$ cat config.mk
export PLATFORM = sky130hd
export DESIGN_NAME = htq_front_flat
export DESIGN_NICKNAME = d
export VERILOG_FILES = /design/src/hw/rtl/htq_pkg.sv /design/src/hw/rtl/htq_ifs.sv /design/src/hw/rtl/htq_fifo.sv /design/src/hw/rtl/htq_front.sv /design/src/flat_wrapper.sv
export SDC_FILE = /design/constraint.sdc
export NUM_CORES = 1
export LEC_CHECK = 0
export ABC_AREA = 1
export BUFFER_PORTS_ARGS = -buffer_cell sky130_fd_sc_hd__clkbuf_2
export CAP_MARGIN = 20
export CORE_MARGIN = 2
export CORE_UTILIZATION = 45
export DETAILED_ROUTE_END_ITERATION = 12
export PLACE_DENSITY = 0.65
export REMOVE_ABC_BUFFERS = 1
export SKIP_CTS_REPAIR_TIMING = 1
export SYNTH_ARGS = -nofsm -noshare
export SYNTH_HDL_FRONTEND = slang
export SYNTH_HIERARCHICAL = 1
export SYNTH_SLANG_ARGS = --single-unit
export TNS_END_PERCENT = 50
$ cat constraint.sdc
create_clock -name clk -period 6.25 [get_ports clk]
set_input_delay 0.3125 -clock clk [delete_from_list [all_inputs] [get_ports clk]]
set_output_delay 0.3125 -clock clk [all_outputs]
set_load 0.05 [all_outputs]
$ cat src/hw/rtl/htq_pkg.sv
// ----------------------------------------------------------------------------
// Heightmap triangle height query: package
// Types, constants and helpers shared by the block's files.
// ----------------------------------------------------------------------------
`default_nettype none

package htq_pkg;

	localparam int MAX_TILES_DEF = 256;
	localparam int FRONT_DEPTH   = 4;
	localparam int OUTQ_DEPTH    = 8;

	localparam logic       CMD_WRITE  = 1'b0;
	localparam logic       CMD_QUERY  = 1'b1;
	localparam logic [8:0] TILE_RESET = 9'd256;

	typedef struct packed {
		logic        is_query;
		logic        in_range;
		logic        upper;
		logic [7:0]  col;
		logic [7:0]  row;
		logic [7:0]  fx;
		logic [7:0]  fz;
		logic [16:0] wr_index;
		logic [7:0]  wr_height;
	} htq_op_t;

	typedef struct packed {
		logic [15:0] height;
		logic        in_range;
	} htq_res_t;

	function automatic logic [8:0] clamp_tiles(input logic [8:0] tc, input int max_tiles);
		return (32'(tc) > max_tiles) ? 9'(max_tiles) : tc;
	endfunction

endpackage

`default_nettype wire

$ cat src/hw/rtl/htq_ifs.sv
// ----------------------------------------------------------------------------
// Heightmap triangle height query: channel interfaces
// Valid/ready channels for input items and for results.
// ----------------------------------------------------------------------------
`default_nettype none

interface htq_in_if;
	logic               valid;
	logic               ready;
	logic               cmd;
	logic [16:0]        write_index;
	logic [7:0]         write_height;
	logic signed [16:0] query_x;
	logic signed [16:0] query_z;

	modport source (output valid, cmd, write_index, write_height, query_x, query_z,
		input ready);
	modport sink (input valid, cmd, write_index, write_height, query_x, query_z,
		output ready);
endinterface


`default_nettype wire

$ cat src/hw/rtl/htq_fifo.sv
// ----------------------------------------------------------------------------
// Heightmap triangle height query: queue
// Small first-in first-out queue built from registers.
// ----------------------------------------------------------------------------
`default_nettype none

module htq_fifo #(
	parameter int WIDTH = 8,
	parameter int DEPTH = 4
) (
	input  logic             clk,
	input  logic             arst_n,
	input  logic             push,
	input  logic [WIDTH-1:0] push_data,
	input  logic             pop,
	output logic [WIDTH-1:0] pop_data,
	output logic             full,
	output logic             empty
);

	localparam int PW = (DEPTH > 1) ? $clog2(DEPTH) : 1;
	localparam int CW = $clog2(DEPTH + 1);

	logic [WIDTH-1:0] slot_q [DEPTH];
	logic [PW-1:0]    head_q;
	logic [PW-1:0]    tail_q;
	logic [CW-1:0]    count_q;
	logic             do_push;
	logic             do_pop;

	assign full     = (count_q == CW'(DEPTH));
	assign empty    = (count_q == '0);
	assign do_push  = push && !full;
	assign do_pop   = pop && !empty;
	assign pop_data = slot_q[head_q];

	always_ff @(posedge clk or negedge arst_n) begin
		if (!arst_n) begin
			head_q  <= '0;
			tail_q  <= '0;
			count_q <= '0;
		end else begin
			if (do_push) begin
				tail_q <= (tail_q == PW'(DEPTH - 1)) ? '0 : tail_q + PW'(1);
			end
			if (do_pop) begin
				head_q <= (head_q == PW'(DEPTH - 1)) ? '0 : head_q + PW'(1);
			end
			if (do_push && !do_pop) begin
				count_q <= count_q + CW'(1);
			end else if (do_pop && !do_push) begin
				count_q <= count_q - CW'(1);
			end
		end
	end

	always_ff @(posedge clk) begin
		if (do_push) begin
			slot_q[tail_q] <= push_data;
		end
	end

endmodule

`default_nettype wire

$ cat src/hw/rtl/htq_front.sv
// ----------------------------------------------------------------------------
// Heightmap triangle height query: front end
// Accepts items, checks the query range, splits coordinates and queues them.
// ----------------------------------------------------------------------------
`default_nettype none

module htq_front (
	input  logic            clk,
	input  logic            arst_n,
	input  logic [8:0]      tiles,
	htq_in_if.sink          item,
	input  logic            op_pop,
	output htq_pkg::htq_op_t op,
	output logic            op_valid
);

	htq_pkg::htq_op_t op_in;
	logic             q_full;
	logic             q_empty;
	logic [16:0]      lim;
	logic [8:0]       fsum;
	logic             x_ok;
	logic             z_ok;

	assign lim  = {tiles, 8'h00};
	assign x_ok = !item.query_x[16] && ({1'b0, item.query_x[15:0]} < lim);
	assign z_ok = !item.query_z[16] && ({1'b0, item.query_z[15:0]} < lim);
	assign fsum = {1'b0, item.query_x[7:0]} + {1'b0, item.query_z[7:0]};

	always_comb begin
		op_in           = '0;
		op_in.is_query  = (item.cmd == htq_pkg::CMD_QUERY);
		op_in.in_range  = x_ok && z_ok;
		op_in.upper     = fsum[8];
		op_in.col       = item.query_x[15:8];
		op_in.row       = item.query_z[15:8];
		op_in.fx        = item.query_x[7:0];
		op_in.fz        = item.query_z[7:0];
		op_in.wr_index  = item.write_index;
		op_in.wr_height = item.write_height;
	end

	assign item.ready = !q_full;
	assign op_valid   = !q_empty;

	htq_fifo #(
		.WIDTH($bits(htq_pkg::htq_op_t)),
		.DEPTH(htq_pkg::FRONT_DEPTH)
	) u_queue (
		.clk      (clk),
		.arst_n   (arst_n),
		.push     (item.valid && item.ready),
		.push_data(op_in),
		.pop      (op_pop),
		.pop_data (op),
		.full     (q_full),
		.empty    (q_empty)
	);

endmodule

`default_nettype wire

$ cat src/flat_wrapper.sv
// flat-port wrapper written by rule: the top's interface ports become plain ports
module htq_front_flat 
  (clk, arst_n, tiles, op_pop, op, op_valid, item_valid, item_cmd, item_write_index, item_write_height, item_query_x, item_query_z, item_ready);
  htq_in_if item_i ();
  input  logic clk;
  input  logic arst_n;
  input  logic [8:0] tiles;
  input  logic op_pop;
  output htq_pkg::htq_op_t op;
  output logic op_valid;
  input wire logic [$bits(item_i.valid)-1:0] item_valid;
  input wire logic [$bits(item_i.cmd)-1:0] item_cmd;
  input wire logic [$bits(item_i.write_index)-1:0] item_write_index;
  input wire logic [$bits(item_i.write_height)-1:0] item_write_height;
  input wire logic [$bits(item_i.query_x)-1:0] item_query_x;
  input wire logic [$bits(item_i.query_z)-1:0] item_query_z;
  output wire logic [$bits(item_i.ready)-1:0] item_ready;
  assign item_i.valid = item_valid;
  assign item_i.cmd = item_cmd;
  assign item_i.write_index = item_write_index;
  assign item_i.write_height = item_write_height;
  assign item_i.query_x = item_query_x;
  assign item_i.query_z = item_query_z;
  assign item_ready = item_i.ready;
  htq_front u_core (.clk(clk), .arst_n(arst_n), .tiles(tiles), .item(item_i), .op_pop(op_pop), .op(op), .op_valid(op_valid));
endmodule
==> flow_metrics.tcl, run 1 <==
set metrics [dict create \
    status "finished clean" \
    routabilityCongestion 0.754 \
    arrival_ns 2.93 \
    crit_type "reg -> out" \
    port_buffers 134 \
    power_frac_seq 0.353 \
    synthCells 849 \
    antenna_cells 0 \
    io_pins 135 \
    grt_pass1_vias 6253 \
    drt_drc_violations_left 0 \
    die_h_um 160 \
    rsz0062_at_grt "no" \
    max-slew-margin-rel 0.392 \
    via_per_inst 4.89 \
    ys_seq_area_frac 0.678 \
    switchingPower_mw 2.97 \
    p_leak_nw 5.22 \
    start_util 0.461 \
    tns_ns 0 \
    setup_viol 0 \
    synth_warnings 6 \
    ir_worst_vdd_uv 335 \
    path_clk_slew_ns 0.06 \
    grt_pass1_wl_um 34100 \
    antenna_left 0 \
    fp.dieW_um 160 \
    postSynthAreaPerCell_um2 12.8 \
    critical_path.startpoint_type "flop" \
    num_rows 56 \
    layout_min_cycle_time_ns 3.25 \
    finalHoldViolations 0 \
    period_share 0.520 \
    total_power_mw 6.68 \
    fin_worst_skew_ns 0.00984 \
    cap_violations 0 \
    vias 6459 \
    num-nets-final 1084 \
    synthArstFlopShare 0.0283 \
    grt_max_degree 100 \
    max_freq_ghz 0.308 \
    overflow 0 \
    endpoint_kind "output port" \
    grtUsageTotal 0.170 \
    drtIter0Drc 323 \
    synth.ff_latch_count 247 \
    drive_gt1_frac 0.250 \
    clockBufferDepth 3 \
    drt-total-wl_um 21600 \
    swShare 0.444 \
    antenna_found_initial 0 \
    cellInternalPower_mw 3.71 \
    firstDrtPassIters 5 \
    postLayoutSetupSlackWorst_ns 3.00 \
    syn_to_final_growth_pct 15.8 \
    cts_tree "built" \
    p_per_area_nw_per_um2 530 \
    maxSlewViolCount 0 \
    insertion_delay_ns 0.52 \
    pwr-share-clk 0.222 \
    share_comb_of_total_power 0.425 \
    syn_area_um2 10900 \
    synth_flop_cell "edfxtp_1" \
    cp_max_fo 67 \
    core_region_area_um2 23600 \
    ys_types 22 \
    synth_edf_count 240 \
    die-area_um2 25500 \
    cts-root-buf "clkbuf_16" \
    htree_levels 1 \
    cts_buffers 26 \
    dp_hpwl_um 13000 \
    cp_data_required_time_ns 5.94 \
    wl_per_cell_um 16.3 \
    cts.sinks 247 \
    place_ws_ns 3.23 \
    hold_class "in -> reg" \
    worst_slew_pin_slew_ns 0.911 \
]
## power groups by stage
stage / logic, mW / registers [mW] / clock network, mW
floorplan: 2.02 / 2.56 / 0
global placement: 2.78 / 2.44 / 0
detailed placement: 2.80 / 2.45 / 0
CTS: 2.81 / 2.42 / 1.52
global route: 3.06 / 2.39 / 1.59
finish: 2.84 / 2.36 / 1.48
## flip-flops by register name (all words and copies together), names as in the netlist
signal	cells
u_core/u_queue/count_q	3
u_core/u_queue/head_q	2
u_core/u_queue/slot_q	240
u_core/u_queue/tail_q	2
## layout make-up
class	instances	area, um2
Fill cell	2037	11000
Sequential cell	247	7390
Multi-Input combinational cell	406	2620
Timing Repair Buffer	146	788
Clock buffer	29	683
Inverter	156	586
Tap cell	319	399
Clock inverter	19	146
## Yosys cell counts (3+ instances only)
library cell	instances	area share
a21oi_1	7	0.0032
and3_1	3	0.0017
buf_2	19	0.0087
buf_6	20	0.021
dfrtp_1	7	0.016
edfxtp_1	240	0.66
ha_1	27	0.031
inv_1	155	0.053
nand2_1	218	0.075
nand3_1	10	0.0046
nor2_1	11	0.0038
o211ai_1	60	0.041
o211ai_2	60	0.069
## cell usage in the layout, fill, tap and decap left out, types with 2 or more instances in the layout
cell type	synthesis	routed
clkinv_2	0	4
clkinvlp_4	0	2
nand4_1	2	2
nor2_1	11	7
buf_4	0	8
dlygate4sd3_1	0	3
bufinv_16	0	2
a21oi_2	2	2
clkbuf_16	0	27
nor2_4	0	4
edfxtp_1	240	240
clkinv_1	0	9
o211ai_1	60	60
a21oi_1	7	7
and3_1	3	3
dfrtp_4	0	2
clkbuf_2	0	134
o211ai_2	60	60
inv_2	1	2
inv_1	155	154
o21ai_0	2	2
nand2_1	218	218
clkbuf_1	0	2
ha_1	27	27
dfrtp_1	7	5
nand3_1	10	10
## final timing paths
path / start / endpoint / slack (ns) / cells after the start
min in group asynchronous: arst_n / u_core/u_queue/count_q[1]$_DFFE_PN0P_ / 0.16 / 2
worst max-delay path: u_core/u_queue/head_q[0]$_DFFE_PN0P_ / op[5] / 3.00 / 6
worst min register to register: u_core/u_queue/count_q[2]$_DFFE_PN0P_ / u_core/u_queue/count_q[2]$_DFFE_PN0P_ / 0.51 / 2
worst min-delay path: item_write_height[3] / u_core/u_queue/slot_q[2][3]$_DFFE_PP_ / 0.01 / 1
max in group asynchronous: arst_n / u_core/u_queue/head_q[0]$_DFFE_PN0P_ / 5.89 / 2
worst max register to register: u_core/u_queue/count_q[0]$_DFFE_PN0P_ / u_core/u_queue/slot_q[2][0]$_DFFE_PP_ / 3.34 / 7
## layer usage
metal	share of wire	GRT usage	up-vias
met5	0	0	-
met4	0.014	0.0376	0
met3	0.059	0.0341	23
met2	0.49	0.289	159
met1	0.44	0.226	3077
li1	-	-	3200
## metrics by stage
step | hold WS [ns] | cells | util | instance area (um2)
2_1_floorplan | 0.0169 | 809 | - | 10600
3_3_place_gp | 0.161 | 1270 | 0.496 | 11700
3_5_place_dp | 0.165 | 1270 | 0.496 | 11700
4_1_cts | -0.398 | 1318 | 0.531 | 12500
5_1_grt | 0.000399 | 1322 | 0.534 | 12600
6_report | 0.0131 | 1322 | 0.534 | 12600
## cells by family (layout without fill, tap and decap cells)
| logic type | after synthesis | after routing | synth area share |
|---|---|---|---|
| DFF | 247 | 247 | 0.678 |
| xor gates and xnor gates | 1 | 1 | 0.000805 |
| adders and majority gates | 28 | 28 | 0.0329 |
| and+or+nand+nor | 245 | 245 | 0.0870 |
| AOI/OAI and AO/OA | 132 | 132 | 0.117 |
| buffers and inverters | 196 | 350 | 0.0846 |
## worst max-delay path, stage by stage, from the launching register on
cell	delay (ns)
dfrtp_4	0.77
buf_16	0.32
buf_4	0.64
nand2_1	0.18
o211ai_2	0.10
nand2_1	0.08
clkbuf_2	0.24
No activity file was read; power rests on OpenSTA's default activity.
==> inputs of run 2 (changes only) <==
--- a/config.mk
+++ b/config.mk
@@ -5,13 +5,13 @@
 export SDC_FILE = /design/constraint.sdc
 export NUM_CORES = 1
 export LEC_CHECK = 0
-export ABC_AREA = 1
+export ABC_AREA = 0
 export BUFFER_PORTS_ARGS = -buffer_cell sky130_fd_sc_hd__clkbuf_2
 export CAP_MARGIN = 20
 export CORE_MARGIN = 2
 export CORE_UTILIZATION = 45
 export DETAILED_ROUTE_END_ITERATION = 12
-export PLACE_DENSITY = 0.65
+export PLACE_DENSITY = 0.69
 export REMOVE_ABC_BUFFERS = 1
 export SKIP_CTS_REPAIR_TIMING = 1
 export SYNTH_ARGS = -nofsm -noshare
==> constraint.sdc (replaced) <==
create_clock -name clk -period 2.9 [get_ports clk]
set_input_delay 0.145 -clock clk [delete_from_list [all_inputs] [get_ports clk]]
set_output_delay 0.145 -clock clk [all_outputs]
set_load 0.05 [all_outputs]
==> flow_metrics.tcl, run 2 <==
set metrics [dict create \
    dp_hpwl_um 11200 \
    firstDrtPassIters 4 \
    cp_data_required_time_ns 2.76 \
    grt_pass1_vias 5041 \
    crit_type "reg -> out" \
    endpoint_kind "output port" \
    finalNonFillerCells 920 \
    synth_common_cells "240 x edfxtp_1, 60 x mux4_2, 27 x ha_1, 12 x inv_1, 7 x dfrtp_1" \
    vias 4771 \
    drtIter0Drc 272 \
    p_per_area_nw_per_um2 1110 \
    die-area_um2 22500 \
    drive_gt1_frac 0.400 \
    fill_cells 1562 \
    insertion_delay_ns 0.51 \
    cts.sinks 247 \
    largest_reg_flops 240 \
    swShare 0.372 \
    finalInstanceArea_um2 12200 \
    htree_levels 1 \
    ys_top_cells_by_area "edfxtp_1 75%, mux4_2 14%, ha_1 3.5%, dfrtp_1 1.8%, buf_4 0.47%" \
    cts_tree "built" \
    postLayoutSetupSlackWorst_ns 0.244 \
    antenna_found_initial 0 \
    setup_viol 0 \
    share_comb_of_total_power 0.370 \
    port_buffers 134 \
    num_rows 53 \
    cts_buffers 26 \
    antenna_cells 0 \
    synth_warnings 6 \
    worst_slew_pin_slew_ns 0.707 \
    max-slew-margin-rel 0.529 \
    cp_max_fo 30 \
    ys_seq_area_frac 0.771 \
    power_frac_seq 0.381 \
    drt-total-wl_um 18000 \
    start_util 0.457 \
    synthArstFlopShare 0.0283 \
    overflow 0 \
    postSynthAreaPerCell_um2 23.4 \
    placed_area_um2 10700 \
    final_common_cell "edfxtp_1" \
    rsz0062_at_grt "no" \
    layout_min_cycle_time_ns 2.66 \
    finalHoldViolations 0 \
    wl_per_cell_um 19.6 \
    period_share 0.916 \
    io_pins 135 \
    mostFrequentLayoutCells "240 x edfxtp_1, 134 x clkbuf_2, 60 x dlygate4sd3_1, 60 x mux4_2" \
    routabilityCongestion 0.744 \
    cts-root-buf "clkbuf_16" \
    total_power_mw 13.4 \
    syn_to_final_growth_pct 26.9 \
    synth_top_area_share 0.752 \
    arrival_ns 2.51 \
    synth_top_area_cell "edfxtp_1" \
    syn_area_um2 9580 \
    fin_worst_skew_ns 0.00557 \
    p_leak_nw 4.39 \
    ir_worst_vdd_uv 849 \
    placed_cells 812 \
    cellInternalPower_mw 8.44 \
    place_ws_ns 0.665 \
    pwr-share-clk 0.249 \
    status "finished clean" \
    synth.ff_latch_count 247 \
    switchingPower_mw 5.00 \
    clockBufferDepth 3 \
    synth_edf_count 240 \
    drt_drc_violations_left 0 \
    grt_pass1_wl_um 27400 \
    num-nets-final 726 \
    synth_flop_cell "edfxtp_1" \
    r2r_setup_slack_ns 0.68 \
    maxSlewViolCount 0 \
    grtUsageTotal 0.160 \
    ys_types 33 \
    synth.most_common_cell "edfxtp_1" \
    core_region_area_um2 21000 \
    hold_class "in -> async" \
    synthCells 410 \
    fp.dieW_um 150 \
    critical_path.startpoint_type "flop" \
    cap_violations 0 \
    antenna_left 0 \
    max_freq_ghz 0.376 \
    path_clk_slew_ns 0.06 \
    reg_top3 "u_core/u_queue/slot_q: 240 flops, u_core/u_queue/count_q: 3 flops" \
    die_h_um 150 \
    grt_max_degree 37 \
    final_util 0.580 \
    regMostFlops "u_core/u_queue/slot_q" \
    via_per_inst 5.19 \
]
[run 2: cell count changes in the layout (fill, tap and decap cells not counted), moves of 57 or more]
cell and delta:
o211ai_1 -60, nand2_1 -216, dlygate4sd3_1 +57, inv_1 -142, o211ai_2 -60, mux4_2 +60
[run 2: cell families after synthesis]
logic type | after synthesis | synth area share
buffers and inverters | 27 | 0.0135
adders and majority gates | 28 | 0.0374
AOI/OAI and AO/OA | 21 | 0.0165
xor gates and xnor gates | 3 | 0.00274
and+or+nand+nor | 20 | 0.0129
DFF | 247 | 0.771
muxes | 64 | 0.147
[run 2: per-stage QoR]
step	hold WS [ns]	setup TNS, ns
finish	0.0131	0
floorplan	-0.151	-40.09
detailed placement	-0.00336	0
global route	0.0171	0
global placement	-0.00404	0
CTS	-0.541	0
[run 2: power by group through the flow]
| stage | clock network (mW) | registers, mW | logic, mW |
|---|---|---|---|
| after floorplan | 0 | 5.26 | 3.66 |
| after global routing | 3.58 | 5.22 | 5.25 |
| final | 3.35 | 5.13 | 4.97 |
| after detailed placement | 0 | 5.22 | 4.98 |
| after CTS | 3.44 | 5.15 | 4.99 |
| after global placement | 0 | 5.16 | 4.94 |
[run 2: layout make-up]
class | instances | area, um2 | share of cell area
flip-flops and latches | 247 | 7390 | 0.608
clock inverters | 11 | 133 | 0.0109
repair buffers | 202 | 1410 | 0.116
well taps | 275 | 344 | 0.0283
inverters | 12 | 45.0 | 0.00370
clock buffers | 37 | 763 | 0.0628
multi-input cells | 136 | 2080 | 0.171
[run 2: worst paths after layout]
path,startpoint,to,cells past startpoint
worst max-delay path,u_core/u_queue/head_q[0]$_DFFE_PN0P_,op[40],3
worst min-delay path,arst_n,u_core/u_queue/count_q[0]$_DFFE_PN0P_,2
worst max register to register,u_core/u_queue/count_q[0]$_DFFE_PN0P_,u_core/u_queue/count_q[1]$_DFFE_PN0P_,8
worst min register to register,u_core/u_queue/count_q[2]$_DFFE_PN0P_,u_core/u_queue/count_q[2]$_DFFE_PN0P_,1
max in group asynchronous,arst_n,u_core/u_queue/head_q[0]$_DFFE_PN0P_,2
min in group clk,item_query_x[16],u_core/u_queue/slot_q[1][58]$_DFFE_PP_,3
[run 2: per-layer routing]
layer / vias to the layer above / GRT usage / wire length [um]
met4: 0 / 0.0429 / 323
met3: 30 / 0.0345 / 1040
met1: 2440 / 0.208 / 7540
met5: - / 0 / 0
li1: 2161 / - / -
met2: 140 / 0.276 / 9090
[run 2: critical path, cell delays in order, from the launching register on]
cell and delay, ns:
dfrtp_4 0.81, buf_4 0.37, mux4_2 0.53, clkbuf_2 0.25
==> inputs of run 3 (changes only) <==
--- a/config.mk
+++ b/config.mk
@@ -8,10 +8,10 @@
 export ABC_AREA = 0
 export BUFFER_PORTS_ARGS = -buffer_cell sky130_fd_sc_hd__clkbuf_2
 export CAP_MARGIN = 20
-export CORE_MARGIN = 2
-export CORE_UTILIZATION = 45
+export CORE_MARGIN = 10
+export CORE_UTILIZATION = 51
 export DETAILED_ROUTE_END_ITERATION = 12
-export PLACE_DENSITY = 0.69
+export PLACE_DENSITY = 0.76
 export REMOVE_ABC_BUFFERS = 1
 export SKIP_CTS_REPAIR_TIMING = 1
 export SYNTH_ARGS = -nofsm -noshare
==> flow_metrics.tcl, run 3 (same netlist as run 2, synthesis figures left out) <==
set metrics [dict create \
    status "finished clean" \
    p_per_area_nw_per_um2 1100 \
    num_rows 50 \
    num-nets-final 723 \
    finalHoldViolations 0 \
    setup_viol 0 \
    core_region_area_um2 18600 \
    grt_pass1_vias 5148 \
    reg_top3 "u_core/u_queue/slot_q: 240 flops, u_core/u_queue/count_q: 3 flops" \
    port_buffers 134 \
    wl_per_cell_um 21.9 \
    finalNonFillerCells 875 \
    worst_slew_pin_slew_ns 0.677 \
    postLayoutSetupSlackWorst_ns 0.249 \
    dp_hpwl_um 12200 \
    vias 4811 \
    path_clk_slew_ns 0.06 \
    max_freq_ghz 0.377 \
    via_per_inst 5.50 \
    period_share 0.914 \
    cts_tree "built" \
    cap_violations 0 \
    syn_to_final_growth_pct 24.8 \
    cp_data_required_time_ns 2.76 \
    regMostFlops "u_core/u_queue/slot_q" \
    max-slew-margin-rel 0.549 \
    largest_reg_flops 240 \
    drt_drc_violations_left 0 \
    holdWs_ns 0.00888 \
    maxSlewViolCount 0 \
    grtUsageTotal 0.151 \
    io_pins 135 \
    drive_gt1_frac 0.388 \
    crit_type "reg -> out" \
    ir_worst_vdd_uv 699 \
    cts-root-buf "clkbuf_16" \
    r2r_setup_slack_ns 0.45 \
    firstDrtPassIters 6 \
    start_util 0.516 \
    rsz0062_at_grt "no" \
    arrival_ns 2.51 \
    mostFrequentLayoutCells "240 x edfxtp_1, 134 x clkbuf_2, 60 x mux4_2" \
    htree_levels 1 \
    final_util 0.644 \
    placed_area_um2 10600 \
    cts_buffers 24 \
    antenna_left 0 \
    endpoint_kind "output port" \
    drtIter0Drc 304 \
    hold_class "in -> async" \
    layout_min_cycle_time_ns 2.65 \
    fin_worst_skew_ns 0.00972 \
    routabilityCongestion 0.739 \
    insertion_delay_ns 0.50 \
    finalInstanceArea_um2 12000 \
    fill_cells 1252 \
    grt_pass1_wl_um 29100 \
    final_common_cell "edfxtp_1" \
    die_h_um 157 \
    fp.dieW_um 157 \
    critical_path.startpoint_type "flop" \
    grt_max_degree 61 \
    overflow 0 \
    antenna_found_initial 2 \
    clockBufferDepth 3 \
    place_ws_ns 0.457 \
    cp_max_fo 31 \
    drt-total-wl_um 19100 \
    cts.sinks 247 \
    p_leak_nw 4.31 \
    placed_cells 771 \
    die-area_um2 24700 \
]
## run 3: final timing paths
path                                                  startpoint                                     to  depth (start not counted)
setup / recovery            u_core/u_queue/head_q[0]$_DFFE_PN0P_                                 op[22]                          3
hold / removal                                            arst_n   u_core/u_queue/head_q[0]$_DFFE_PN0P_                          2
setup reg to reg           u_core/u_queue/count_q[2]$_DFFE_PN0P_  u_core/u_queue/count_q[2]$_DFFE_PN0P_                          9
hold reg to reg            u_core/u_queue/count_q[2]$_DFFE_PN0P_  u_core/u_queue/count_q[2]$_DFFE_PN0P_                          1
max in group asynchronous                                 arst_n   u_core/u_queue/head_q[0]$_DFFE_PN0P_                          2
min in group clk                                          op_pop   u_core/u_queue/head_q[0]$_DFFE_PN0P_                          3
## run 3: metrics by stage
step / power, mW / setup TNS [ns]
3_5_place_dp: 10.2 / 0
3_3_place_gp: 10.1 / 0
5_1_grt: 13.7 / 0
2_1_floorplan: 8.92 / -40.09
6_report: 13.1 / 0
4_1_cts: 13.2 / 0
## run 3: critical path, cell delays in order, from the launching register on
cell,delay [ns]
dfrtp_4,0.83
buf_4,0.36
mux4_2,0.55
clkbuf_2,0.26
## run 3: where the power goes
group	switching [mW]	internal, mW	total (mW)
sequential	0.392	4.74	5.13
combinational	3.40	1.61	5.01
clock	1.20	1.75	2.95
## run 3: cell type report
class                   instances  area [um2]  share of cell area
clock inverters                10        96.3             0.00806
multi-input cells             136        2080               0.174
flip-flops and latches        247        7390               0.618
inverters                      12        45.0             0.00377
diodes                          2        5.00            0.000419
repair buffers                201        1400               0.117
clock buffers                  33         656              0.0548
well taps                     234         293              0.0245
## run 3: routing by layer
metal  GRT usage  up-vias  share of wire
li1            -     2159              -
met3      0.0426       20          0.071
met2       0.254      182           0.51
met4      0.0378        0          0.012
met5           0        -              0
met1       0.192     2450           0.41
